<file path="src/hdl/stc_pkg.sv">
// stc_pkg: shared constants for the sparse transpose counting unit
// field widths, stream packing, register indexes and parameter defaults
// no dependencies
`default_nettype none

package stc_pkg;

   localparam int TERM_CAPACITY_DEFAULT = 32;
   localparam int DIM_LIMIT_DEFAULT     = 32;

   localparam int IDX_W   = 5;
   localparam int VALUE_W = 32;
   localparam int TERM_W  = 2 * IDX_W + VALUE_W;
   localparam int DATA_W  = ((TERM_W + 7) / 8) * 8;
   localparam int DIM_W   = 6;
   localparam int MAX_DIM = 1 << IDX_W;

   localparam int CSR_IDX_W = 4;
   localparam logic [CSR_IDX_W-1:0] CSR_NUM_ROWS = 4'd0;
   localparam logic [CSR_IDX_W-1:0] CSR_NUM_COLS = 4'd1;

   localparam logic [DIM_W-1:0] NUM_ROWS_RESET = 6'd32;
   localparam logic [DIM_W-1:0] NUM_COLS_RESET = 6'd32;

   localparam int RSP_USER_W = 2;

endpackage

`default_nettype wire

</file>
<file path="src/hdl/stc_ram.sv">
// stc_ram: generic single write port, single read port memory
// read data is registered; no dependencies
`default_nettype none

module stc_ram #(
   parameter int WIDTH = 8,
   parameter int DEPTH = 32,
   localparam int AW = (DEPTH > 1) ? $clog2(DEPTH) : 1
) (
   input  wire logic             clock,
   input  wire logic             wr_en,
   input  wire logic [AW-1:0]    wr_addr,
   input  wire logic [WIDTH-1:0] wr_data,
   input  wire logic             rd_en,
   input  wire logic [AW-1:0]    rd_addr,
   output logic      [WIDTH-1:0] rd_data
);

   logic [WIDTH-1:0] mem [DEPTH];

   always_ff @(posedge clock) begin
      if (wr_en) begin
         mem[wr_addr] <= wr_data;
      end
      if (rd_en) begin
         rd_data <= mem[rd_addr];
      end
   end

endmodule

`default_nettype wire

</file>
<file path="src/hdl/sparse_transpose_counting_unit.sv">
// sparse_transpose_counting_unit: fast transpose of a sparse matrix by column counting
// depends on stc_pkg and stc_ram
//
// usage:
//   req_ carries one source term per transaction (tuser = element present, tlast = last
//   item of the matrix). rsp_ returns the transposed terms in order of source column,
//   stable within a column; tlast marks the final one. an empty matrix gives one result
//   with tuser[0] low. csr_ writes num_rows (index 0) and num_cols (index 1); the user
//   must write them only while the block is idle; the block does not enforce this.
// timing:
//   loading reads the column count of each kept term, then writes it back.
//   after the last item: prefix pass over the count memory, then scatter of
//   each term (term read, start read, write), then emit of each term through
//   the output memory read port. req_tready is low from the last item until
//   the final result is registered.
// reset: counts, term count and drop flag cleared, registers at 32, no idle pass.
// stall: emission waits on rsp_tready; the final result register may still
//   wait while loading of the next matrix goes on.
`default_nettype none

module sparse_transpose_counting_unit #(
   parameter int TERM_CAPACITY = stc_pkg::TERM_CAPACITY_DEFAULT,
   parameter int DIM_LIMIT     = stc_pkg::DIM_LIMIT_DEFAULT
) (
   input  wire logic                             clock,
   input  wire logic                             reset,

   input  wire logic                             req_tvalid,
   output logic                                  req_tready,
   // row [4:0], col [9:5], value [41:10], zero fill
   input  wire logic [stc_pkg::DATA_W-1:0]       req_tdata,
   // element_present
   input  wire logic                             req_tuser,
   input  wire logic                             req_tlast,

   output logic                                  rsp_tvalid,
   input  wire logic                             rsp_tready,
   // out_row [4:0], out_col [9:5], out_value [41:10], zero fill
   output logic [stc_pkg::DATA_W-1:0]            rsp_tdata,
   // out_present [0], terms_dropped [1]
   output logic [stc_pkg::RSP_USER_W-1:0]        rsp_tuser,
   output logic                                  rsp_tlast,

   input  wire logic                             csr_valid,
   output logic                                  csr_ready,
   input  wire logic [stc_pkg::CSR_IDX_W-1:0]    csr_index,
   input  wire logic [stc_pkg::DIM_W-1:0]        csr_wdata
);

   localparam int IW  = stc_pkg::IDX_W;
   localparam int TW  = stc_pkg::TERM_W;
   localparam int CW  = $clog2(TERM_CAPACITY + 1);
   localparam int TAW = (TERM_CAPACITY > 1) ? $clog2(TERM_CAPACITY) : 1;
   localparam int COL_DEPTH = (DIM_LIMIT < stc_pkg::MAX_DIM) ? DIM_LIMIT : stc_pkg::MAX_DIM;
   localparam int CAW = (COL_DEPTH > 1) ? $clog2(COL_DEPTH) : 1;
   localparam logic [CW-1:0]  CAP    = CW'(TERM_CAPACITY);
   localparam logic [CAW:0]   PDEPTH = (CAW + 1)'(COL_DEPTH);
   localparam logic [8:0]     DLIM   = 9'(DIM_LIMIT);

   localparam logic [3:0] S_LOAD   = 4'd0;
   localparam logic [3:0] S_INC    = 4'd1;
   localparam logic [3:0] S_PRE    = 4'd2;
   localparam logic [3:0] S_SC_RD  = 4'd3;
   localparam logic [3:0] S_SC_COL = 4'd4;
   localparam logic [3:0] S_SC_WR  = 4'd5;
   localparam logic [3:0] S_EM_RD  = 4'd6;
   localparam logic [3:0] S_EM_LD  = 4'd7;
   localparam logic [3:0] S_EMPTY  = 4'd8;

   logic [3:0]             state_ff, state_in;
   logic [stc_pkg::DIM_W-1:0] num_rows_ff, num_rows_in, num_cols_ff, num_cols_in;
   logic [CW-1:0]          stored_ff, stored_in;
   logic                   drop_ff, drop_in;
   logic                   last_ff, last_in;
   logic [COL_DEPTH-1:0]   cnt_vld_ff, cnt_vld_in;
   logic [CAW-1:0]         cnt_rd_addr_ff, cnt_rd_addr_in;
   logic [CAW:0]           pidx_ff, pidx_in;
   logic                   pvld_ff, pvld_in;
   logic [CW-1:0]          sum_ff, sum_in;
   logic [CW-1:0]          tidx_ff, tidx_in;
   logic [TW-1:0]          term_ff, term_in;
   logic                   rsp_vld_ff, rsp_vld_in;
   logic [TW-1:0]          rsp_data_ff, rsp_data_in;
   logic [stc_pkg::RSP_USER_W-1:0] rsp_user_ff, rsp_user_in;
   logic                   rsp_last_ff, rsp_last_in;

   logic                   term_wr_en, term_rd_en;
   logic [TAW-1:0]         term_wr_addr, term_rd_addr;
   logic [TW-1:0]          term_rd_data;
   logic                   cnt_wr_en, cnt_rd_en;
   logic [CAW-1:0]         cnt_wr_addr;
   logic [CW-1:0]          cnt_wr_data, cnt_rd_data, cnt_q;
   logic                   out_wr_en, out_rd_en;
   logic [TAW-1:0]         out_wr_addr, out_rd_addr;
   logic [TW-1:0]          out_wr_data, out_rd_data;

   logic                   req_fire, rsp_fire, rsp_free;
   logic [IW-1:0]          in_row, in_col;
   logic                   in_range, keep;
   logic [CW-1:0]          tidx_nxt;

   assign req_fire  = req_tvalid & req_tready;
   assign rsp_fire  = rsp_vld_ff & rsp_tready;
   assign rsp_free  = ~rsp_vld_ff | rsp_tready;
   assign csr_ready = 1'b1;

   assign in_row   = req_tdata[IW-1:0];
   assign in_col   = req_tdata[2*IW-1:IW];
   assign in_range = ({1'b0, in_row} < num_rows_ff) && ({1'b0, in_col} < num_cols_ff) &&
                     ({4'b0, in_row} < DLIM) && ({4'b0, in_col} < DLIM);
   assign keep     = req_tuser & in_range & (stored_ff < CAP);
   assign cnt_q    = cnt_vld_ff[cnt_rd_addr_ff] ? cnt_rd_data : '0;
   assign tidx_nxt = tidx_ff + CW'(1);

   assign rsp_tvalid = rsp_vld_ff;
   assign rsp_tdata  = {{(stc_pkg::DATA_W - TW){1'b0}}, rsp_data_ff};
   assign rsp_tuser  = rsp_user_ff;
   assign rsp_tlast  = rsp_last_ff;

   always_comb begin
      num_rows_in = num_rows_ff;
      num_cols_in = num_cols_ff;
      if (csr_valid) begin
         if (csr_index == stc_pkg::CSR_NUM_ROWS) begin
            num_rows_in = csr_wdata;
         end else if (csr_index == stc_pkg::CSR_NUM_COLS) begin
            num_cols_in = csr_wdata;
         end
      end
   end

   always_comb begin
      state_in       = state_ff;
      stored_in      = stored_ff;
      drop_in        = drop_ff;
      last_in        = last_ff;
      cnt_vld_in     = cnt_vld_ff;
      cnt_rd_addr_in = cnt_rd_addr_ff;
      pidx_in        = pidx_ff;
      pvld_in        = pvld_ff;
      sum_in         = sum_ff;
      tidx_in        = tidx_ff;
      term_in        = term_ff;
      rsp_vld_in     = rsp_fire ? 1'b0 : rsp_vld_ff;
      rsp_data_in    = rsp_data_ff;
      rsp_user_in    = rsp_user_ff;
      rsp_last_in    = rsp_last_ff;
      req_tready     = 1'b0;
      term_wr_en     = 1'b0;
      term_wr_addr   = stored_ff[TAW-1:0];
      term_rd_en     = 1'b0;
      term_rd_addr   = tidx_ff[TAW-1:0];
      cnt_wr_en      = 1'b0;
      cnt_wr_addr    = cnt_rd_addr_ff;
      cnt_wr_data    = cnt_q + CW'(1);
      cnt_rd_en      = 1'b0;
      out_wr_en      = 1'b0;
      out_wr_addr    = cnt_q[TAW-1:0];
      out_wr_data    = {term_ff[TW-1:2*IW], term_ff[IW-1:0], term_ff[2*IW-1:IW]};
      out_rd_en      = 1'b0;
      out_rd_addr    = tidx_ff[TAW-1:0];

      case (state_ff)
         S_LOAD: begin
            req_tready = 1'b1;
            if (req_fire) begin
               last_in = req_tlast;
               if (req_tuser & ~keep) begin
                  drop_in = 1'b1;
               end
               if (keep) begin
                  term_wr_en     = 1'b1;
                  cnt_rd_en      = 1'b1;
                  cnt_rd_addr_in = in_col[CAW-1:0];
                  stored_in      = stored_ff + CW'(1);
                  state_in       = S_INC;
               end else if (req_tlast) begin
                  pidx_in  = '0;
                  pvld_in  = 1'b0;
                  sum_in   = '0;
                  state_in = (stored_ff == '0) ? S_EMPTY : S_PRE;
               end
            end
         end
         S_INC: begin
            cnt_wr_en                  = 1'b1;
            cnt_vld_in[cnt_rd_addr_ff] = 1'b1;
            if (last_ff) begin
               pidx_in  = '0;
               pvld_in  = 1'b0;
               sum_in   = '0;
               state_in = S_PRE;
            end else begin
               state_in = S_LOAD;
            end
         end
         S_PRE: begin
            pvld_in = pidx_ff < PDEPTH;
            if (pidx_ff < PDEPTH) begin
               cnt_rd_en      = 1'b1;
               cnt_rd_addr_in = pidx_ff[CAW-1:0];
               pidx_in        = pidx_ff + (CAW + 1)'(1);
            end
            if (pvld_ff) begin
               cnt_wr_en                  = 1'b1;
               cnt_wr_data                = sum_ff;
               cnt_vld_in[cnt_rd_addr_ff] = 1'b1;
               sum_in                     = sum_ff + cnt_q;
               if (pidx_ff == PDEPTH) begin
                  tidx_in  = '0;
                  state_in = S_SC_RD;
               end
            end
         end
         S_SC_RD: begin
            term_rd_en = 1'b1;
            state_in   = S_SC_COL;
         end
         S_SC_COL: begin
            term_in        = term_rd_data;
            cnt_rd_en      = 1'b1;
            cnt_rd_addr_in = term_rd_data[IW+CAW-1:IW];
            state_in       = S_SC_WR;
         end
         S_SC_WR: begin
            out_wr_en = 1'b1;
            cnt_wr_en = 1'b1;
            if (tidx_nxt == stored_ff) begin
               tidx_in  = '0;
               state_in = S_EM_RD;
            end else begin
               tidx_in  = tidx_nxt;
               state_in = S_SC_RD;
            end
         end
         S_EM_RD: begin
            if (rsp_free) begin
               out_rd_en = 1'b1;
               state_in  = S_EM_LD;
            end
         end
         S_EM_LD: begin
            rsp_vld_in  = 1'b1;
            rsp_data_in = out_rd_data;
            rsp_user_in = {drop_ff, 1'b1};
            rsp_last_in = tidx_nxt == stored_ff;
            tidx_in     = tidx_nxt;
            if (tidx_nxt == stored_ff) begin
               stored_in  = '0;
               drop_in    = 1'b0;
               cnt_vld_in = '0;
               state_in   = S_LOAD;
            end else begin
               state_in = S_EM_RD;
            end
         end
         S_EMPTY: begin
            if (rsp_free) begin
               rsp_vld_in  = 1'b1;
               rsp_data_in = '0;
               rsp_user_in = {drop_ff, 1'b0};
               rsp_last_in = 1'b1;
               stored_in   = '0;
               drop_in     = 1'b0;
               cnt_vld_in  = '0;
               state_in    = S_LOAD;
            end
         end
         default: begin
            state_in = S_LOAD;
         end
      endcase
   end

   always_ff @(posedge clock) begin
      if (reset) begin
         state_ff    <= S_LOAD;
         num_rows_ff <= stc_pkg::NUM_ROWS_RESET;
         num_cols_ff <= stc_pkg::NUM_COLS_RESET;
         stored_ff   <= '0;
         drop_ff     <= 1'b0;
         last_ff     <= 1'b0;
         cnt_vld_ff  <= '0;
         pidx_ff     <= '0;
         pvld_ff     <= 1'b0;
         tidx_ff     <= '0;
         rsp_vld_ff  <= 1'b0;
      end else begin
         state_ff    <= state_in;
         num_rows_ff <= num_rows_in;
         num_cols_ff <= num_cols_in;
         stored_ff   <= stored_in;
         drop_ff     <= drop_in;
         last_ff     <= last_in;
         cnt_vld_ff  <= cnt_vld_in;
         pidx_ff     <= pidx_in;
         pvld_ff     <= pvld_in;
         tidx_ff     <= tidx_in;
         rsp_vld_ff  <= rsp_vld_in;
      end
   end

   always_ff @(posedge clock) begin
      cnt_rd_addr_ff <= cnt_rd_addr_in;
      sum_ff         <= sum_in;
      term_ff        <= term_in;
      rsp_data_ff    <= rsp_data_in;
      rsp_user_ff    <= rsp_user_in;
      rsp_last_ff    <= rsp_last_in;
   end

   // loaded terms: row [4:0], col [9:5], value above
   stc_ram #(
      .WIDTH (TW),
      .DEPTH (TERM_CAPACITY)
   ) u_term_ram (
      .clock   (clock),
      .wr_en   (term_wr_en),
      .wr_addr (term_wr_addr),
      .wr_data (req_tdata[TW-1:0]),
      .rd_en   (term_rd_en),
      .rd_addr (term_rd_addr),
      .rd_data (term_rd_data)
   );

   // column counts, overwritten by start positions in the prefix pass
   stc_ram #(
      .WIDTH (CW),
      .DEPTH (COL_DEPTH)
   ) u_count_ram (
      .clock   (clock),
      .wr_en   (cnt_wr_en),
      .wr_addr (cnt_wr_addr),
      .wr_data (cnt_wr_data),
      .rd_en   (cnt_rd_en),
      .rd_addr (cnt_rd_addr_in),
      .rd_data (cnt_rd_data)
   );

   // transposed terms in output order
   stc_ram #(
      .WIDTH (TW),
      .DEPTH (TERM_CAPACITY)
   ) u_out_ram (
      .clock   (clock),
      .wr_en   (out_wr_en),
      .wr_addr (out_wr_addr),
      .wr_data (out_wr_data),
      .rd_en   (out_rd_en),
      .rd_addr (out_rd_addr),
      .rd_data (out_rd_data)
   );

endmodule

`default_nettype wire
</file>
<file path="config.mk">
export PLATFORM = sky130hd
export DESIGN_NAME = sparse_transpose_counting_unit
export DESIGN_NICKNAME = d
export VERILOG_FILES = /design/src/hdl/stc_pkg.sv /design/src/hdl/stc_ram.sv /design/src/hdl/sparse_transpose_counting_unit.sv
export SDC_FILE = /design/constraint.sdc
export NUM_CORES = 2
export LEC_CHECK = 0
export ABC_AREA = 1
export BUFFER_PORTS_ARGS = -buffer_cell sky130_fd_sc_hd__buf_2
export CELL_PAD_IN_SITES_DETAIL_PLACEMENT = 1
export CELL_PAD_IN_SITES_GLOBAL_PLACEMENT = 2
export CORE_MARGIN = 4
export CORE_UTILIZATION = 49
export DETAILED_ROUTE_END_ITERATION = 7
export PLACE_DENSITY_LB_ADDON = 0.1
export REMOVE_ABC_BUFFERS = 1
export SETUP_SLACK_MARGIN = 0.4
export SLEW_MARGIN = 20
export SYNTH_ARGS = -nofsm -noshare
export SYNTH_HDL_FRONTEND = slang
export SYNTH_SLANG_ARGS = --single-unit
</file>
<file path="constraint.sdc">
create_clock -name clock -period 10.9 [get_ports clock]
set_input_delay 1.09 -clock clock [delete_from_list [all_inputs] [get_ports clock]]
set_output_delay 1.09 -clock clock [all_outputs]
set_load 0.005 [all_outputs]
</file>
Yosys cells after proc, flatten, opt, wreduce, memory -nomap -nowiden. Memory sizes are Yosys's and may differ from the RTL's. A register that Yosys moved wholly into a read port is not among the register bits. Cells that the tools add are included.

Flip-flop bits (word level): 168. RAM bits: 2880. Input port bits: 65. Output and inout port bits: 54. Word-level logic and storage cells: 169. Memories: 3.

Memories: u_out_ram.mem (depth 32, bits a word 42, rd ports 1, clocked after memory_dff 1, wr ports 1, RTL line stc_ram.sv:19) `logic [WIDTH-1:0] mem [DEPTH];`; u_term_ram.mem (depth 32, bits a word 42, rd ports 1, clocked after memory_dff 1, wr ports 1, RTL line stc_ram.sv:19); u_count_ram.mem (depth 32, bits a word 6, rd ports 1, clocked after memory_dff 1, wr ports 1, RTL line stc_ram.sv:19).

$add $sub $neg: 5. $lt $le $gt $ge: 6. Eq/ne operators: 24. Mux-type cells: 81. Bitwise gates (word level): 10. Reductions and logical operators: 23.

Operator list (number): 32-bit one-hot mux with 4 select lines (1); 32-bit two-way mux (3); 6-bit two-way mux (16); 42-bit one-hot mux with 2 select lines (1); 6-bit one-hot mux with 3 select lines (4); 42-bit two-way mux (1); 4-bit one-hot mux with 9 select lines (1); 4-bit two-way mux (8); 32-bit OR (1); 1-bit two-way mux (29); 6-bit by 1-bit adder with 6-bit output (second input constant) (4); 2-bit != test (second input constant) (12); 6-bit AND reduction (3); 4-bit by 3-bit == test with 1-bit output (second input constant) (4); 5-bit two-way mux (3); 5-bit one-hot mux with 3 select lines (1); 5-bit AND reduction (3); 5-bit by 6-bit < comparator with 1-bit output (2); 6-bit < comparator (second input constant) (2); 1-bit one-hot mux with 3 select lines (3); 3-bit nonzero test (3); 4-bit by 1-bit == test with 1-bit output (second input constant) (2); 4-bit by 2-bit == test with 1-bit output (second input constant) (2); 4-bit logical NOT (2); other kinds (24) (38).

Depth between registers and ports, before layout.
Word-level depth: 9. Depth in mapped cells: 20. Depth with buffers taken out: 20.

Hierarchy. From an unflattened synthesis, not the netlist that was laid out.

Cells, all modules: 10902. Area total of the unflattened synthesis: 126965.5 um2.

By module, submodules not included: stc_ram at u_out_ram ... (instances 2, cells an instance 4625, area an instance 55449.4 um2, sequential area each 41619.9 um2); stc_ram at u_count_ram (instances 1, cells an instance 704, area an instance 8137.8 um2, sequential area each 5945.7 um2); sparse_transpose_counting_unit (instances 1, cells an instance 948, area an instance 7928.9 um2, sequential area each 4294.1 um2).

Least setup slack after synthesis. No wires, ideal clock.

Path kind: input to register. Start: input port rsp_tready. End: register rsp_data_ff[0], enable pin. Setup time: 510 ps. Arrival: 4359 ps. Data required time: 10390 ps. Path slack: 6031 ps. Cell stages on the path: 2. Buffers on the path: 0. Path through: nor2_1 -> o21ai_0.

Longest elaborated chain between the ends: 3.

Ends and longest elaborated chain: start: declaration (RTL line sparse_transpose_counting_unit.sv:37) `input wire logic rsp_tready,`; 1-bit OR (RTL line sparse_transpose_counting_unit.sv:104) `assign rsp_free = ~rsp_vld_ff | rsp_tready;`; 2-bit != test (no source line); 2-bit AND reduction (no source line); end signal: assignment (RTL line sparse_transpose_counting_unit.sv:307) `rsp_data_ff <= rsp_data_in;`; end: declaration (RTL line sparse_transpose_counting_unit.sv:83) `logic [TW-1:0] rsp_data_ff, rsp_data_in;`.

No other way between the ends. A chain may end at the register's enable or synchronous reset.

Final worst setup path.
Start: register cnt_rd_addr_ff[0]. End: memory u_out_ram.mem[25][37] in the netlist's numbering, enable pin.

Longest elaborated chain between the ends: 3.

Ends and longest elaborated chain: start: declaration (RTL line sparse_transpose_counting_unit.sv:76) `logic [CAW-1:0] cnt_rd_addr_ff, cnt_rd_addr_in;`; start signal: assignment (RTL line sparse_transpose_counting_unit.sv:304) `cnt_rd_addr_ff <= cnt_rd_addr_in;`; 1-bit binary-select mux with 5-bit select (RTL line sparse_transpose_counting_unit.sv:112) `assign cnt_q = cnt_vld_ff[cnt_rd_addr_ff] ? cnt_rd_data : '0;`; 1-bit two-way mux (not written as such) (RTL line sparse_transpose_counting_unit.sv:112); 6-bit two-way mux (RTL line sparse_transpose_counting_unit.sv:112); end: declaration (RTL line stc_ram.sv:19).

No other way between the ends. The select of a mux whose other input is x is not followed.

==> impl_metrics.json <==
{
  "outcome": "finished, final reports clean",
  "clk_pin_slew_worst_paths_ns": 0.06,
  "ff2ff_path_depth": 14,
  "hold_class": "reg2reg",
  "area_growth_pct": 11.8,
  "start_util_pct": 49.4,
  "whs_ns": 0.408,
  "critPathLaunchType": "flop",
  "holdPathEnd": "term_ff[40]",
  "worstPathRequired_ns": 11.44,
  "holdCritStartpoint": "u_term_ram.rd_data[40]",
  "ys.flop_type": "edfxtp_1",
  "yosysWarnings": 0,
  "drtAntennaViolNets": 0,
  "vias": 79000,
  "internal_power_mw": 20.1,
  "post_cts_buffers": 0,
  "wl_um": 373000,
  "die-area_sq_um": 256000,
  "grt_pass1_wl_um": 543000,
  "r2r_setup_slack_ns": 4.87,
  "final_nets": 9389,
  "grt_use_total_pct": 28.5,
  "worstReg2RegEnd": "u_out_ram.mem[25][37]",
  "drv_cap": 0,
  "die_height_um": 506,
  "h-tree-depth": 5,
  "post_cts_resized": 0,
  "combPwrFrac_pct": 8.0,
  "final_cell_area_sq_um": 136000,
  "met2_usage_pct": 48.3,
  "first_pass_iters": 5,
  "hold_violations": 0,
  "clock_tree.buffer_depth": 4,
  "grt_busiest_layer": "met2",
  "met3_usage_pct": 3.98,
  "fmaxAchievable_mhz": 166,
  "pwr-share-seq_pct": 50.6,
  "p_sw_share_pct": 23.7,
  "ys_seq_area_share_pct": 76.0,
  "ys_seq_elements": 3104,
  "slew_viol_final": 0,
  "tightestPinTransition_ns": 1.20,
  "core_area_sq_um": 246000,
  "synth_top_area_share_pct": 74.8,
  "powerDensity_nw_per_um2": 194,
  "first_global_vias": 81700,
  "worst-endpoint-arrival_ns": 6.57,
  "p_switching_mw": 6.24,
  "synth_cell_types": 50,
  "place_hpwl_um": 184000,
  "clkPwrFrac_pct": 41.4,
  "fillers": 24000,
  "worst-path-max-fanout": 26,
  "post-route-util_pct": 55.2,
  "async_flop_share_pct": 0,
  "antenna_found_initial": 24,
  "grt_max_degree": 209,
  "vdd_drop_max_uv": 182,
  "synth_top_cell_by_area": "edfxtp_1",
  "multi_input_area_sq_um": 26100,
  "place_congestion": 0.781,
  "wire_per_inst_um": 29.0,
  "drt_iter0_markers": 7874,
  "yosys-top-cells-area": "edfxtp_1, o21ai_0, nor2_1, o22ai_1, nand2_1",
  "ios": 119,
  "cts-root-buf": "clkbuf_16",
  "path_class": "reg2reg",
  "drcViolationCount": 0,
  "io_buffer_count": 105,
  "grt_overflow_total": 0,
  "routed_via_density": 6.14,
  "power_mw": 26.4,
  "p_leak_nw": 45.0,
  "finalSetupViolCount": 0,
  "rr_startpoint": "cnt_rd_addr_ff[0]",
  "finalCritPeriodShare_pct": 55.3,
  "rows": 182,
  "place_area_sq_um": 126000,
  "end_kind": "flop",
  "ff_latch_area_sq_um": 92500,
  "critPathLaunch": "cnt_rd_addr_ff[0]",
  "drive_gt1_share_pct": 8.51,
  "synth_edf_count": 3029,
  "fin_setup_tns_ns": 0,
  "period_needed_ns": 6.03,
  "cts_tree": "done",
  "cts_sinks": 3104,
  "syn_avg_cell_area_sq_um": 13.0,
  "use_met1_pct": 38.6,
  "hold_depth": 0,
  "grt_setup_unrepaired": "no",
  "synth_area_sq_um": 122000,
  "clk_latency_ns": 0.94,
  "holdBufCountCts": 0,
  "finClkSkew_ns": 0.0480,
  "cts_buffers": 337,
  "slew_headroom_pct": 19.7,
  "synthCells": 9350,
  "die_width_um": 506
}
area by class of cell:
type | instances | area share [%]
clock buffers | 420 | 6.56
inverters | 280 | 0.802
multi-input cells | 5320 | 19.2
flip-flops and latches | 3104 | 68.0
well taps | 3312 | 3.05
diodes | 5 | 0.00920
clock inverters | 164 | 1.07
repair buffers | 257 | 1.32
worst max path at each step:
stage	to	slack, ns	depth (start not counted)
2_1_floorplan	stored_ff[3]	-99.41	10
3_3_place_gp	u_out_ram.mem[25][37]	5.01	14
3_5_place_dp	u_out_ram.mem[25][10]	4.94	13
4_1_cts	u_out_ram.mem[25][10]	4.88	14
5_1_grt	u_out_ram.mem[25][37]	4.54	14
6_report	u_out_ram.mem[25][37]	4.87	14
placed cells by master, fill, tap and decap left out, types with 6 or more instances in the layout:
cell type	synthesis	routed
o31ai_1	24	22
ha_1	23	23
clkinvlp_4	0	8
dfxtp_1	75	70
o22ai_1	724	724
conb_1	2	7
xor2_1	8	8
or2_2	6	6
a31oi_1	19	17
nand4_1	23	23
clkbuf_1	506	72
clkinv_2	0	55
nor2_1	1750	1689
nand3b_1	25	25
a32o_1	7	7
bufinv_16	0	27
buf_4	16	141
o211ai_1	9	9
o221ai_1	69	69
o32ai_1	10	10
nor2_4	3	64
o21ai_0	1633	1629
clkinv_1	1	74
a21oi_1	123	123
buf_12	0	10
edfxtp_1	3029	3029
nand2_1	545	545
buf_2	90	105
inv_1	273	266
clkbuf_16	0	343
nor3_1	41	40
nand3_1	233	233
worst max-delay path: stages (launching register included):
cell     delay [ns]
dfxtp_1        0.77
inv_1          0.47
nor2_4         0.36
inv_1          0.48
o22ai_1        0.27
o21ai_0        0.14
nand2_1        0.08
nor2_1         0.06
nand4_1        0.34
nand2_1        0.18
inv_1          0.23
ha_1           0.25
nand2_1        0.41
nor2_4         0.86
buf_4          0.69
stage by stage:
| step | cells | setup WS, ns |
|---|---|---|
| CTS | 12900 | 4.88 |
| global placement | 12300 | 5.01 |
| finish | 12900 | 4.87 |
| global route | 12900 | 4.54 |
| floorplan | 8704 | -99.41 |
| detailed placement | 12300 | 4.94 |
sequential cells by signal, indices dropped and copies added, names as in the netlist, 6 cells and up:
name / flops
tidx_ff: 6
u_term_ram.rd_data: 42
pidx_ff: 6
u_count_ram.mem: 160
u_out_ram.rd_data: 42
u_out_ram.mem: 1344
u_term_ram.mem: 1344
rsp_data_ff: 42
cnt_vld_ff: 32
num_rows_ff: 6
term_ff: 42
num_cols_ff: 6
stored_ff: 6
routing by layer:
| layer | wire [um] | vias up |
|---|---|---|
| li1 | - | 34500 |
| met3 | 22200 | 707 |
| met1 | 155000 | 41300 |
| met4 | 11700 | 2 |
| met5 | 13 | - |
| met2 | 184000 | 2565 |
logic make-up after synthesis:
group | count (synthesis) | synth area share, %
XOR/XNOR | 9 | 0.0648
AO/OA/AOI/OAI | 2631 | 12.0
buffers and inverters | 931 | 3.01
other | 2 | 0.00617
AND/OR/NAND/NOR | 2649 | 8.69
adder cells (fa/ha/maj) | 24 | 0.253
flip-flops | 3104 | 76.0
cells in the mapped netlist, types with 2 or more instances:
cell type	number
o221ai_1	69
nor3_1	41
nand2_2	5
nand4_1	23
clkbuf_1	506
o21ai_0	1633
o21ai_1	2
nor2_1	1750
nand3b_1	25
nor2_4	3
and2_1	2
a32o_1	7
dfxtp_1	75
nand3_2	3
o32ai_1	10
nor3b_1	2
nand3_1	233
buf_1	39
a31oi_1	19
ha_1	23
nand2_1	545
edfxtp_1	3029
a21oi_1	123
inv_1	273
nor4_1	2
o31ai_1	24
xor2_1	8
o211ai_1	9
or2_2	6
o22ai_1	724
conb_1	2
inv_2	6
nor2_2	3
buf_2	90
buf_4	16
a221oi_1	2
nor3_2	5
power by group through the flow:
stage | clock, mW | sequential (mW) | combinational, mW
floorplan | 0 | 13.6 | 1.18
global placement | 0 | 13.6 | 2.06
detailed placement | 0 | 13.6 | 2.10
CTS | 11.1 | 13.3 | 2.11
global route | 11.6 | 13.3 | 2.33
finish | 10.9 | 13.3 | 2.11
Note: power is estimated with default switching activity, not from simulation.
